$ cat src/sv/slcc_pkg.sv
// Shared constants, types and ring order for the superpixel connectivity check.
`timescale 1ns / 1ps
package slcc_pkg;

    localparam int LABEL_BITS_DEF = 16;
    localparam int NBR_COUNT      = 8;
    localparam int NBR_IDX_BITS   = $clog2(NBR_COUNT);

    typedef logic [NBR_COUNT-1:0] nbr_mask_t;

    localparam nbr_mask_t MASK_FULL = '1;

    // Mask bit of each neighbour walking the 4-adjacency ring clockwise from UL.
    localparam logic [NBR_IDX_BITS-1:0] RING_POS [NBR_COUNT] =
        '{3'd0, 3'd1, 3'd2, 3'd4, 3'd7, 3'd6, 3'd5, 3'd3};

    // Pipeline control handed from the window stage to the result stage.
    typedef struct packed {
        logic valid;
        logic advance;
    } stage_ctrl_t;

endpackage

$ cat src/sv/slcc_if.sv
// Channel interfaces: label window in, connectivity result out.
`timescale 1ns / 1ps
interface slcc_win_if
    import slcc_pkg::*;
#(
    parameter int LABEL_BITS = LABEL_BITS_DEF
);
    logic                  valid;
    logic                  ready;
    logic [LABEL_BITS-1:0] centre_label;
    logic [LABEL_BITS-1:0] label_up_left;
    logic [LABEL_BITS-1:0] label_up;
    logic [LABEL_BITS-1:0] label_up_right;
    logic [LABEL_BITS-1:0] label_left;
    logic [LABEL_BITS-1:0] label_right;
    logic [LABEL_BITS-1:0] label_down_left;
    logic [LABEL_BITS-1:0] label_down;
    logic [LABEL_BITS-1:0] label_down_right;
    logic [NBR_COUNT-1:0]  inside_mask;

    modport source (
        output valid, centre_label, label_up_left, label_up, label_up_right,
               label_left, label_right, label_down_left, label_down,
               label_down_right, inside_mask,
        input  ready
    );
    modport sink (
        input  valid, centre_label, label_up_left, label_up, label_up_right,
               label_left, label_right, label_down_left, label_down,
               label_down_right, inside_mask,
        output ready
    );
endinterface

interface slcc_res_if
    import slcc_pkg::*;
();
    logic                 valid;
    logic                 ready;
    logic                 stays_connected;
    logic [NBR_COUNT-1:0] same_label_mask;

    modport source (
        output valid, stays_connected, same_label_mask,
        input  ready
    );
    modport sink (
        input  valid, stays_connected, same_label_mask,
        output ready
    );
endinterface

$ cat src/sv/slcc_match.sv
// Label comparator: marks in-image neighbours that share the centre's label.
`timescale 1ns / 1ps
module slcc_match
    import slcc_pkg::*;
#(
    parameter int LABEL_BITS = LABEL_BITS_DEF
)(
    input  logic [LABEL_BITS-1:0]                centre,
    input  logic [NBR_COUNT-1:0][LABEL_BITS-1:0] nbr,
    input  nbr_mask_t                            in_img,
    output nbr_mask_t                            same
);

    always_comb
    begin
        for (int i = 0; i < NBR_COUNT; i++)
        begin
            same[i] = in_img[i] && (nbr[i] == centre);
        end
    end

endmodule

$ cat src/sv/slcc_ring.sv
// Ring run detector: one 4-connected component among the eight neighbours.
`timescale 1ns / 1ps
module slcc_ring
    import slcc_pkg::*;
(
    input  nbr_mask_t mask,
    output logic      connected
);

    nbr_mask_t ring;
    nbr_mask_t prev;
    nbr_mask_t starts;

    always_comb
    begin
        for (int k = 0; k < NBR_COUNT; k++)
        begin
            ring[k] = mask[RING_POS[k]];
        end
    end

    // prev[k] is the ring neighbour just before position k
    assign prev   = {ring[NBR_COUNT-2:0], ring[NBR_COUNT-1]};
    assign starts = ring & ~prev;

    // exactly one run start, or the full ring (which has none)
    assign connected = (mask == MASK_FULL) ||
                       ((starts != '0) && ((starts & (starts - nbr_mask_t'(1))) == '0));

endmodule

$ cat src/sv/superpixel_local_connectivity_check.sv
// Top level: window register, label compare and ring test, result register.
//
// Usage:
//   win carries one 3x3 label window per beat: the centre label, its eight
//   neighbour labels and inside_mask (bit 0 UL .. bit 7 DR, raster order
//   without the centre). res returns one beat per window: same_label_mask,
//   the in-image neighbours with the centre's label, and stays_connected,
//   set when those positions form one 4-connected run around the ring.
//   Labels are compared over LABEL_BITS bits.
//   Each accepted window passes the window register, then the result
//   register; the compare and ring test sit between them, so one window
//   is taken every cycle while res.ready stays high.
//   When the receiver stalls, the result register holds its beat; the window
//   register still takes one more window, then win.ready drops until the
//   result is taken. Order is kept, nothing is dropped or repeated.
//   Reset empties both registers; the block holds no other state.
`timescale 1ns / 1ps
module superpixel_local_connectivity_check
    import slcc_pkg::*;
#(
    parameter int LABEL_BITS = LABEL_BITS_DEF
)(
    input  logic           clk,
    input  logic           rst_n,
    slcc_win_if.sink       win,
    slcc_res_if.source     res
);

    logic                                  win_valid_reg;
    logic [LABEL_BITS-1:0]                 centre_reg;
    logic [NBR_COUNT-1:0][LABEL_BITS-1:0]  nbr_reg;
    nbr_mask_t                             inside_reg;

    logic                                  res_valid_reg;
    logic                                  conn_reg;
    nbr_mask_t                             mask_reg;

    stage_ctrl_t                           win_ctrl;
    nbr_mask_t                             same_mask;
    logic                                  connected;
    logic                                  win_take;

    assign win_ctrl.valid   = win_valid_reg;
    assign win_ctrl.advance = win_valid_reg && (!res_valid_reg || res.ready);

    assign win.ready = !win_valid_reg || win_ctrl.advance;
    assign win_take  = win.valid && win.ready;

    always_ff @(posedge clk or negedge rst_n)
    begin
        if (!rst_n)
        begin
            win_valid_reg <= 1'b0;
        end
        else if (win.ready)
        begin
            win_valid_reg <= win.valid;
        end
    end

    always_ff @(posedge clk)
    begin
        if (win_take)
        begin
            centre_reg <= win.centre_label;
            nbr_reg    <= {win.label_down_right, win.label_down, win.label_down_left,
                           win.label_right, win.label_left, win.label_up_right,
                           win.label_up, win.label_up_left};
            inside_reg <= win.inside_mask;
        end
    end

    slcc_match #(
        .LABEL_BITS (LABEL_BITS)
    ) u_match (
        .centre (centre_reg),
        .nbr    (nbr_reg),
        .in_img (inside_reg),
        .same   (same_mask)
    );

    slcc_ring u_ring (
        .mask      (same_mask),
        .connected (connected)
    );

    always_ff @(posedge clk or negedge rst_n)
    begin
        if (!rst_n)
        begin
            res_valid_reg <= 1'b0;
        end
        else if (!res_valid_reg || res.ready)
        begin
            res_valid_reg <= win_ctrl.valid;
        end
    end

    always_ff @(posedge clk)
    begin
        if (win_ctrl.advance)
        begin
            conn_reg <= connected;
            mask_reg <= same_mask;
        end
    end

    assign res.valid           = res_valid_reg;
    assign res.stays_connected = conn_reg;
    assign res.same_label_mask = mask_reg;

    // an empty mask is never reported connected
    assert property (@(posedge clk) disable iff (!rst_n)
        res.valid |-> !(res.stays_connected && (res.same_label_mask == '0)))
        else $error("connected result with empty mask");

    // the full ring is one component
    assert property (@(posedge clk) disable iff (!rst_n)
        (res.valid && (res.same_label_mask == MASK_FULL)) |-> res.stays_connected)
        else $error("full ring not reported connected");

    // a result only marks neighbours that were inside the image
    assert property (@(posedge clk) disable iff (!rst_n)
        win_ctrl.advance |=> ((res.same_label_mask & ~$past(inside_reg)) == '0))
        else $error("mask bit outside the image");

    // a stalled result with a full window register blocks the input
    assert property (@(posedge clk) disable iff (!rst_n)
        (win_valid_reg && res_valid_reg && !res.ready) |-> !win.ready)
        else $error("window taken while both stages are blocked");

    // a window held in the window register moves on exactly when the result slot frees
    assert property (@(posedge clk) disable iff (!rst_n)
        (win_ctrl.advance && !win_take) |=> (res_valid_reg && !win_valid_reg))
        else $error("window lost between stages");

endmodule
$ cat src/flat_wrapper.sv
// flat-port wrapper written by rule: the top's interface ports become plain ports
module superpixel_local_connectivity_check_flat import slcc_pkg::*;
#(
    parameter int LABEL_BITS = LABEL_BITS_DEF
)
  (clk, rst_n, win_valid, win_centre_label, win_label_up_left, win_label_up, win_label_up_right, win_label_left, win_label_right, win_label_down_left, win_label_down, win_label_down_right, win_inside_mask, win_ready, res_valid, res_stays_connected, res_same_label_mask, res_ready);
  slcc_win_if #(.LABEL_BITS(LABEL_BITS)) win_i ();
  slcc_res_if res_i ();
  input  logic clk;
  input  logic rst_n;
  input wire logic [$bits(win_i.valid)-1:0] win_valid;
  input wire logic [$bits(win_i.centre_label)-1:0] win_centre_label;
  input wire logic [$bits(win_i.label_up_left)-1:0] win_label_up_left;
  input wire logic [$bits(win_i.label_up)-1:0] win_label_up;
  input wire logic [$bits(win_i.label_up_right)-1:0] win_label_up_right;
  input wire logic [$bits(win_i.label_left)-1:0] win_label_left;
  input wire logic [$bits(win_i.label_right)-1:0] win_label_right;
  input wire logic [$bits(win_i.label_down_left)-1:0] win_label_down_left;
  input wire logic [$bits(win_i.label_down)-1:0] win_label_down;
  input wire logic [$bits(win_i.label_down_right)-1:0] win_label_down_right;
  input wire logic [$bits(win_i.inside_mask)-1:0] win_inside_mask;
  output wire logic [$bits(win_i.ready)-1:0] win_ready;
  output wire logic [$bits(res_i.valid)-1:0] res_valid;
  output wire logic [$bits(res_i.stays_connected)-1:0] res_stays_connected;
  output wire logic [$bits(res_i.same_label_mask)-1:0] res_same_label_mask;
  input wire logic [$bits(res_i.ready)-1:0] res_ready;
  assign win_i.valid = win_valid;
  assign win_i.centre_label = win_centre_label;
  assign win_i.label_up_left = win_label_up_left;
  assign win_i.label_up = win_label_up;
  assign win_i.label_up_right = win_label_up_right;
  assign win_i.label_left = win_label_left;
  assign win_i.label_right = win_label_right;
  assign win_i.label_down_left = win_label_down_left;
  assign win_i.label_down = win_label_down;
  assign win_i.label_down_right = win_label_down_right;
  assign win_i.inside_mask = win_inside_mask;
  assign win_ready = win_i.ready;
  assign res_valid = res_i.valid;
  assign res_stays_connected = res_i.stays_connected;
  assign res_same_label_mask = res_i.same_label_mask;
  assign res_i.ready = res_ready;
  superpixel_local_connectivity_check #(.LABEL_BITS(LABEL_BITS)) u_core (.clk(clk), .rst_n(rst_n), .win(win_i), .res(res_i));
endmodule
$ cat config.mk
export PLATFORM = sky130hd
export DESIGN_NAME = superpixel_local_connectivity_check_flat
export DESIGN_NICKNAME = d
export VERILOG_FILES = /design/src/sv/slcc_pkg.sv /design/src/sv/slcc_if.sv /design/src/sv/slcc_match.sv /design/src/sv/slcc_ring.sv /design/src/sv/superpixel_local_connectivity_check.sv /design/src/flat_wrapper.sv
export SDC_FILE = /design/constraint.sdc
export NUM_CORES = 1
export LEC_CHECK = 0
export BUFFER_PORTS_ARGS = -buffer_cell sky130_fd_sc_hd__buf_2
export CORE_UTILIZATION = 53
export CTS_CLUSTER_SIZE = 30
export DETAILED_ROUTE_END_ITERATION = 10
export PLACE_DENSITY_LB_ADDON = 0.08
export SETUP_SLACK_MARGIN = 0.1
export SLEW_MARGIN = 30
export SYNTH_ARGS = -nofsm -noshare
export SYNTH_HDL_FRONTEND = slang
export SYNTH_SLANG_ARGS = --single-unit
$ cat constraint.sdc
create_clock -name clk -period 4.9 [get_ports clk]
set_input_delay 0.245 -clock clk [delete_from_list [all_inputs] [get_ports clk]]
set_output_delay 0.245 -clock clk [all_outputs]
set_load 0.05 [all_outputs]
==> results.md, run 1 <==
- Synth unique cells: 29
- Worst clock skew: 0.008530 ns
- Syn Nets: 536
- Clock Pin Slew Worst Setup and Hold Paths: 0.06 ns
- PwrDens: 346.8 mW/mm2
- Tcrit/Tclk final: 0.6463
- Worst EP arrival: 3.43 ns
- Placed Area: 0.007674 mm2
- Maximum VDD drop: 0.2904 mV
- R2r endpoint: u_core.res.stays_connected
- Starting DRT DRC Count: 308
- Aggregate global routing overflow: 0
- Total CTS buffers: 17
- Share of layout cells above drive strength 1: 0.3008
- Initial antenna violation count: 0
- CP Capture Type: flip-flop
- Synthesized area: 0.006711 mm2
- Most used cell, CP: xnor2_1
- Post-Syn Instances: 380
- Root Driver: clkbuf_16
- Detail Route met2 WL: 8970 um
- Leakage power: 0.003614 uW
- Worst stage delay on the critical path: 0.64 ns
- PortBufs: 166
- CP max FO: 8
- N_diodes: 0
- Max-slew violation count: 0
- Synth Register Bits: 163
- Post-Synth XOR/XNOR Area: 0.1734
- Post-placement cell count: 701
- CP Cell Sequence: xnor2_1 -> nand4_1 -> nor4_1 -> nand3_1 -> mux2_4 -> xnor2_1 -> a2111o_1 -> o221ai_1
- Hpwl dp: 10120 um
- Slew headroom: 0.5691
- Met1 Routed Length: 6457 um
- Core area: 0.01216 mm2
- Synth-to-Final Area Change: 44.16%
- Die width: 114.5 um
- Worst setup margin: 1.733 ns
- Via count: 4325
- Buffer count from post-CTS setup fixing: 0
- Crit path buf inv count: 0
- IO Count: 167
- Hold Path End: u_core.nbr_reg[29]
- Slowest stage cell on the critical path: edfxtp_1
- Final Non-Filler Cells: 876
- Flop2flop setup slack: 1.73 ns
- Chip Height: 114.5 um
- Worst slack at placement: 1.860 ns
- Clock tree from TritonCTS: yes
- CP required: 5.16 ns
- Filler cell count: 717
- Routed WL: 16750 um
- Main synth FF type: edfxtp_1
- Largest net degree at the start of global routing: 49
- Top layer in use: met4
- Die Area: 0.01312 mm2
- Gr usage total: 0.2722
- Worst slew pin tran: 0.6410 ns
- Design area: 0.009676 mm2
- # DRC: 0
- WHS Path Cells: 1
- Vias in the first global route: 4635
- Worst setup path class: flip-flop to flip-flop
- Post-synth EDFFs: 161
- First-pass GRT wire length: 24580 um
- Clock sink total: 163
- DR WL/cell: 19.12 um
- Min Tclk post-route: 3.167 ns
- CP Launch Type: flip-flop
- Final RePlAce weighted congestion: 0.7750
- Rows: 40
- Synth Warn #: 0
- Outcome: finished, final reports clean
- Initial Utilization: 0.5519
- Compound-gate portion of the synthesized area: 0.006898
- Vias per std cell: 4.937
- R2r worst-path depth: 8
- Nets: 851
- Max Cap Viol: 0
- Met3 Wirelength: 940 um
- Worst min path class: input port to flip-flop
- DR pass1 iterations: 5
- RSZ-0062 raised after global routing: no
- Fmax achieved: 0.3158 GHz
- Setup TNS: 0 ns
- Synth Area per Inst: 17.66 um2
- Largest family of logic cells by synthesized area: XOR/XNOR gates
- Routed Antenna Nets: 0
- CTS HTree Levels: 4
- RR Startpoint: u_core.centre_reg[14]
- Synth Area in Adders: 0
- Longest Clk Path Bufs: 2
- Min-delay src: win_label_up[13]
- Synth Area in Simple Gates: 0.06823
- Post_cts resized: 0
- Async S/R FF share, synth: 0.01227
- Worst skew pair latency: 0.43 ns
- Mux cell area share after synthesis: 0.005220
- Sequential fraction of the synthesis area: 0.7278
- Max reg flops: 128
- Final hold violations: 0
- Setup Viol. Count Final: 0
- CP top delay family: simple AND/OR/NAND/NOR gates
- Min Hold Slack: 0.01274 ns
- Worst Setup SP: u_core.centre_reg[14]
==> synthesized netlist by cell type (2+ instances only) <==
cell / instances / area (um2)
a21oi_1: 2 / 10.01
and2_1: 2 / 12.51
buf_2: 6 / 30.03
buf_6: 6 / 67.56
clkbuf_1: 3 / 11.26
dfrtp_1: 2 / 50.05
edfxtp_1: 161 / 4835
inv_1: 2 / 7.510
mux2i_1: 2 / 20.02
nand2_1: 6 / 22.52
nand2b_1: 3 / 18.77
nand3_1: 4 / 20.02
nand4_1: 22 / 137.6
nand4_2: 3 / 37.54
nor4_1: 9 / 56.30
nor4_4: 5 / 106.4
xnor2_1: 108 / 945.9
xor2_1: 23 / 201.4
==> cell type report <==
class                   count  area (um2)  area share
clock inverters            13       137.6     0.01422
multi-input cells         199        1705      0.1763
clock buffers              19       432.9     0.04474
inverters                   2       7.507   0.0007759
well taps                 168       210.2     0.02173
flip-flops and latches    163        4885      0.5048
repair buffers            312        2297      0.2374
==> metal layers <==
layer / track usage / vias up
met2: 0.4756 / 176
met3: 0.07253 / 27
met4: 0.1169 / 0
met1: 0.3167 / 2083
met5: 0 / -
li1: - / 2039
==> metrics by stage <==
| stage | total power (uW) | utilization |
|---|---|---|
| after floorplan | 1897 | - |
| after global placement | 2004 | 0.6293 |
| after detailed placement | 2013 | 0.6310 |
| after CTS | 3360 | 0.7890 |
| after global routing | 3465 | 0.7956 |
| final | 3356 | 0.7956 |
==> power breakdown <==
part,switching (uW),internal [uW]
Combinational,159,204
Clock,532,747
Sequential,72.7,1640
Total,763,2590
==> logic make-up (layout without fill, tap and decap cells) <==
kind of cell / after synthesis / count (layout)
compound gates: 6 / 6
xor+xnor: 132 / 132
buf+inv: 18 / 346
flops: 163 / 163
mux: 3 / 3
simple gates: 58 / 58
==> how the worst max path moves through the flow <==
stage | endpoint | slack, ns | cells past startpoint
2_1_floorplan | u_core.centre_reg[0] | 1.36 | 2
3_3_place_gp | u_core.res.stays_connected | 2.03 | 8
3_5_place_dp | u_core.res.stays_connected | 1.86 | 8
4_1_cts | u_core.res.stays_connected | 1.78 | 8
5_1_grt | u_core.res.stays_connected | 1.64 | 8
6_report | u_core.res.stays_connected | 1.73 | 8
==> repair_timing <==
item / CTS / global route
endpoints found under the setup margin: 0 / 0
endpoints found under the hold margin: 136 / 8
hold buffers: 135 / 8
==> cell usage in the layout (no fill, tap or decap), types with 3 or more instances in the layout <==
cell type,n
xnor2_1,108
edfxtp_1,161
xor2_1,23
clkbuf_16,17
clkinvlp_4,3
nor4_1,9
clkinv_4,4
clkinv_2,4
nand4_2,3
nand2_1,6
nand2b_1,3
nand3_1,4
buf_2,166
nand4_1,22
nor4_4,5
dlygate4sd3_1,143
(Power assumes the default switching activity.)
==> run 2: changes to the inputs <==
--- a/config.mk
+++ b/config.mk
@@ -5,8 +5,9 @@
 export SDC_FILE = /design/constraint.sdc
 export NUM_CORES = 1
 export LEC_CHECK = 0
+export ABC_AREA = 1
 export BUFFER_PORTS_ARGS = -buffer_cell sky130_fd_sc_hd__buf_2
-export CORE_UTILIZATION = 53
+export CORE_UTILIZATION = 54
 export CTS_CLUSTER_SIZE = 30
 export DETAILED_ROUTE_END_ITERATION = 10
 export PLACE_DENSITY_LB_ADDON = 0.08
==> constraint.sdc (replaced) <==
create_clock -name clk -period 3.1 [get_ports clk]
set_input_delay 0.155 -clock clk [delete_from_list [all_inputs] [get_ports clk]]
set_output_delay 0.155 -clock clk [all_outputs]
set_load 0.05 [all_outputs]
==> run 2 against run 1 <==
Clock-buffer cell count shrank 1; critical path depth up 3; synthesized cell count increased by 94%; via count is 48% higher; largest cell class unchanged; highest routed layer unchanged.
==> results.md, run 2 <==
- Gr usage total: 0.3294 (+0.05725)
- Slew headroom: 0.3326 (-0.2365)
- Async S/R FF share, synth: 0.01227 (unchanged)
- Top layer in use: met4
- PortBufs: 166 (unchanged)
- Syn Nets: 895 (+67%)
- Dominant cell type by area after synthesis: edfxtp_1
- Initial Utilization: 0.5556 (+0.003766)
- CP Launch Type: flip-flop
- Min Tclk post-route: 2.532 ns (-0.6354 ns)
- Top post-synthesis cells by area: edfxtp_1, nand2_1, inv_1, nor2_1, xor2_1
- Core area: 0.01330 mm2 (+9.3%)
- Synth Area per Inst: 9.996 um2 (-43%)
- Worst Setup SP: u_core.centre_reg[2]
- Longest Clk Path Bufs: 2 (unchanged)
- Hpwl dp: 13580 um (+34%)
- Min-delay src: res_ready
- Max Cap Viol: 0 (unchanged)
- Max-slew violation count: 0 (unchanged)
- Tcrit/Tclk final: 0.8167 (+0.1703)
- RR Startpoint: u_core.centre_reg[2]
- Vias in the first global route: 6526 (+41%)
- Initial antenna violation count: 0 (unchanged)
- First-pass GRT wire length: 33970 um (+38%)
- Synth Register Bits: 163 (unchanged)
- Final hold violations: 0 (unchanged)
- Rows: 42 (+5.0%)
- Synth Warn #: 0 (unchanged)
- Share of layout cells above drive strength 1: 0.2148 (-0.08603)
- IO Count: 167 (unchanged)
- Power, Total: 5624 uW (+68%)
- RSZ-0062 raised after global routing: no
- Worst EP arrival: 2.71 ns (-0.72 ns)
- Total CTS buffers: 17 (unchanged)
- Max reg flops: 128 (unchanged)
- Main synth FF type: edfxtp_1
- Outcome: finished, final reports clean
- Post-Syn Instances: 739 (+94%)
- Largest net degree at the start of global routing: 153 (+210%)
- Clock tree from TritonCTS: yes
- Synthesized area: 0.007387 mm2 (+10%)
- Setup Viol. Count Final: 0 (unchanged)
- Buffer count from post-CTS setup fixing: 0 (unchanged)
- Post-synth EDFFs: 161 (unchanged)
- Clock sink total: 163 (unchanged)
- Worst setup margin: 0.5684 ns (-1.165 ns)
- Final core occ: 0.7918 (-0.003745)
- Detail Route met2 WL: 11390 um (+27%)
- Post-synth top area share: 0.6545 (-0.06589)
- Aggregate global routing overflow: 0 (unchanged)
- Worst min path class: input port to flip-flop
- Post-placement cell count: 1070 (+53%)
- Synth cell count leaders: nand2_1, edfxtp_1, inv_1, nor2_1, o21ai_0
- Nets: 1223 (+44%)
- Worst skew pair latency: 0.43 ns (about the same)
- Vias per std cell: 5.105 (+3.4%)
- Post-CTS Hold Buffers: 154 (+14%)
- CP required: 3.28 ns (-1.88 ns)
- Worst clock skew: 0.01005 ns (+0.001516 ns)
- Commonest non-fill, non-tap cell in the layout: nand2_1
- Worst setup path class: flip-flop to flip-flop
- Worst slack at placement: 0.7584 ns (-1.102 ns)
- PwrDens: 534.2 mW/mm2 (+54%)
- Sequential fraction of the synthesis area: 0.6612 (-0.06657)
- Routed Antenna Nets: 0 (unchanged)
- DR pass1 iterations: 5 (unchanged)
- Die Area: 0.01415 mm2 (+7.9%)
- Chip Height: 119.0 um (+3.9%)
- Leakage power: 0.004838 uW (+34%)
- Final Non-Filler Cells: 1256 (+43%)
- Most frequent cells in the layout: nand2_1, buf_2, edfxtp_1
- Synth-to-Final Area Change: 42.51%
- CP Capture Type: flip-flop
- Post_cts resized: 0 (unchanged)
- Via count: 6412 (+48%)
- Met1 Routed Length: 8067 um (+25%)
- Min Hold Slack: 0.02870 ns (+0.01595 ns)
- Synth unique cells: 27 (-6.9%)
- Root Driver: clkbuf_16
- Met3 Wirelength: 1695 um (+80%)
- Fmax achieved: 0.3950 GHz (+25%)
- # DRC: 0 (unchanged)
- Filler cell count: 850 (+19%)
- N_diodes: 0 (unchanged)
- Routed WL: 22110 um (+32%)
- Starting DRT DRC Count: 597 (+94%)
- Final RePlAce weighted congestion: 1.085 (+40%)
- Die width: 119.0 um (+3.9%)
- CP max FO: 9 (+1)
- Worst slew pin tran: 1.001 ns (+0.3601 ns)
- DR WL/cell: 17.60 um (-7.9%)
- Maximum VDD drop: 0.4642 mV (+60%)
- Most frequent cell after synthesis: nand2_1
- CTS HTree Levels: 4 (unchanged)
- Clock Pin Slew Worst Setup and Hold Paths: 0.06 ns (about the same)
run 2: path summary, 6_finish.rpt:
kind | cells past startpoint | slack [ns] | end
hold / removal | 4 | 0.03 | u_core.res.valid
hold reg to reg | 2 | 0.55 | u_core.res.valid
setup / recovery | 11 | 0.57 | u_core.res.stays_connected
setup reg to reg | 11 | 0.57 | u_core.res.stays_connected
min in group asynchronous | 2 | 0.04 | u_core.res.valid
max in group asynchronous | 2 | 2.96 | u_core.res.valid
run 2: logic make-up after synthesis:
| kind of cell | count (synthesis) | synth area share |
|---|---|---|
| compound gates | 41 | 0.03015 |
| xor+xnor | 26 | 0.03083 |
| simple gates | 388 | 0.2099 |
| flops | 163 | 0.6612 |
| buf+inv | 121 | 0.06792 |
run 2: power by group:
| group | internal (uW) | leakage [uW] | switching (uW) |
|---|---|---|---|
| registers | 2630 | 0.00158 | 132 |
| clock network | 1260 | 0.000283 | 868 |
| logic | 327 | 0.00298 | 407 |
run 2: metrics by stage:
stage                     instance area [um2]  setup TNS (ns)
after floorplan                          7412          -70.69
after global placement                   8394               0
after detailed placement                 8394               0
after CTS                               10530               0
after global routing                    10530               0
final                                   10530               0
run 2: worst max-delay path, cell delays in order, from the launching register on:
cell and delay (ns):
edfxtp_1 0.63, xor2_1 0.26, nor3_1 0.57, nand3_2 0.23
inv_1 0.15, nand2_1 0.09, nand2_1 0.06, nand2_1 0.05
nand2_1 0.09, nand2_1 0.06, nand2_1 0.05, nand2_1 0.04
run 2: final cells by class:
class                           count  area, um2  share of cell area
Clock buffer                       18      429.2             0.04077
Clock inverter                     14      162.7             0.01545
Inverter                          108      409.1             0.03886
Multi-Input combinational cell    455       2021              0.1919
Sequential cell                   163       4886              0.4641
Tap cell                          176      220.2             0.02092
Timing Repair Buffer              322       2400              0.2280
run 2: metal layers:
layer,vias to the layer above,global-route usage
met4,0,0.1717
met5,-,0
li1,3003,-
met3,79,0.06082
met1,2946,0.3836
met2,384,0.5797
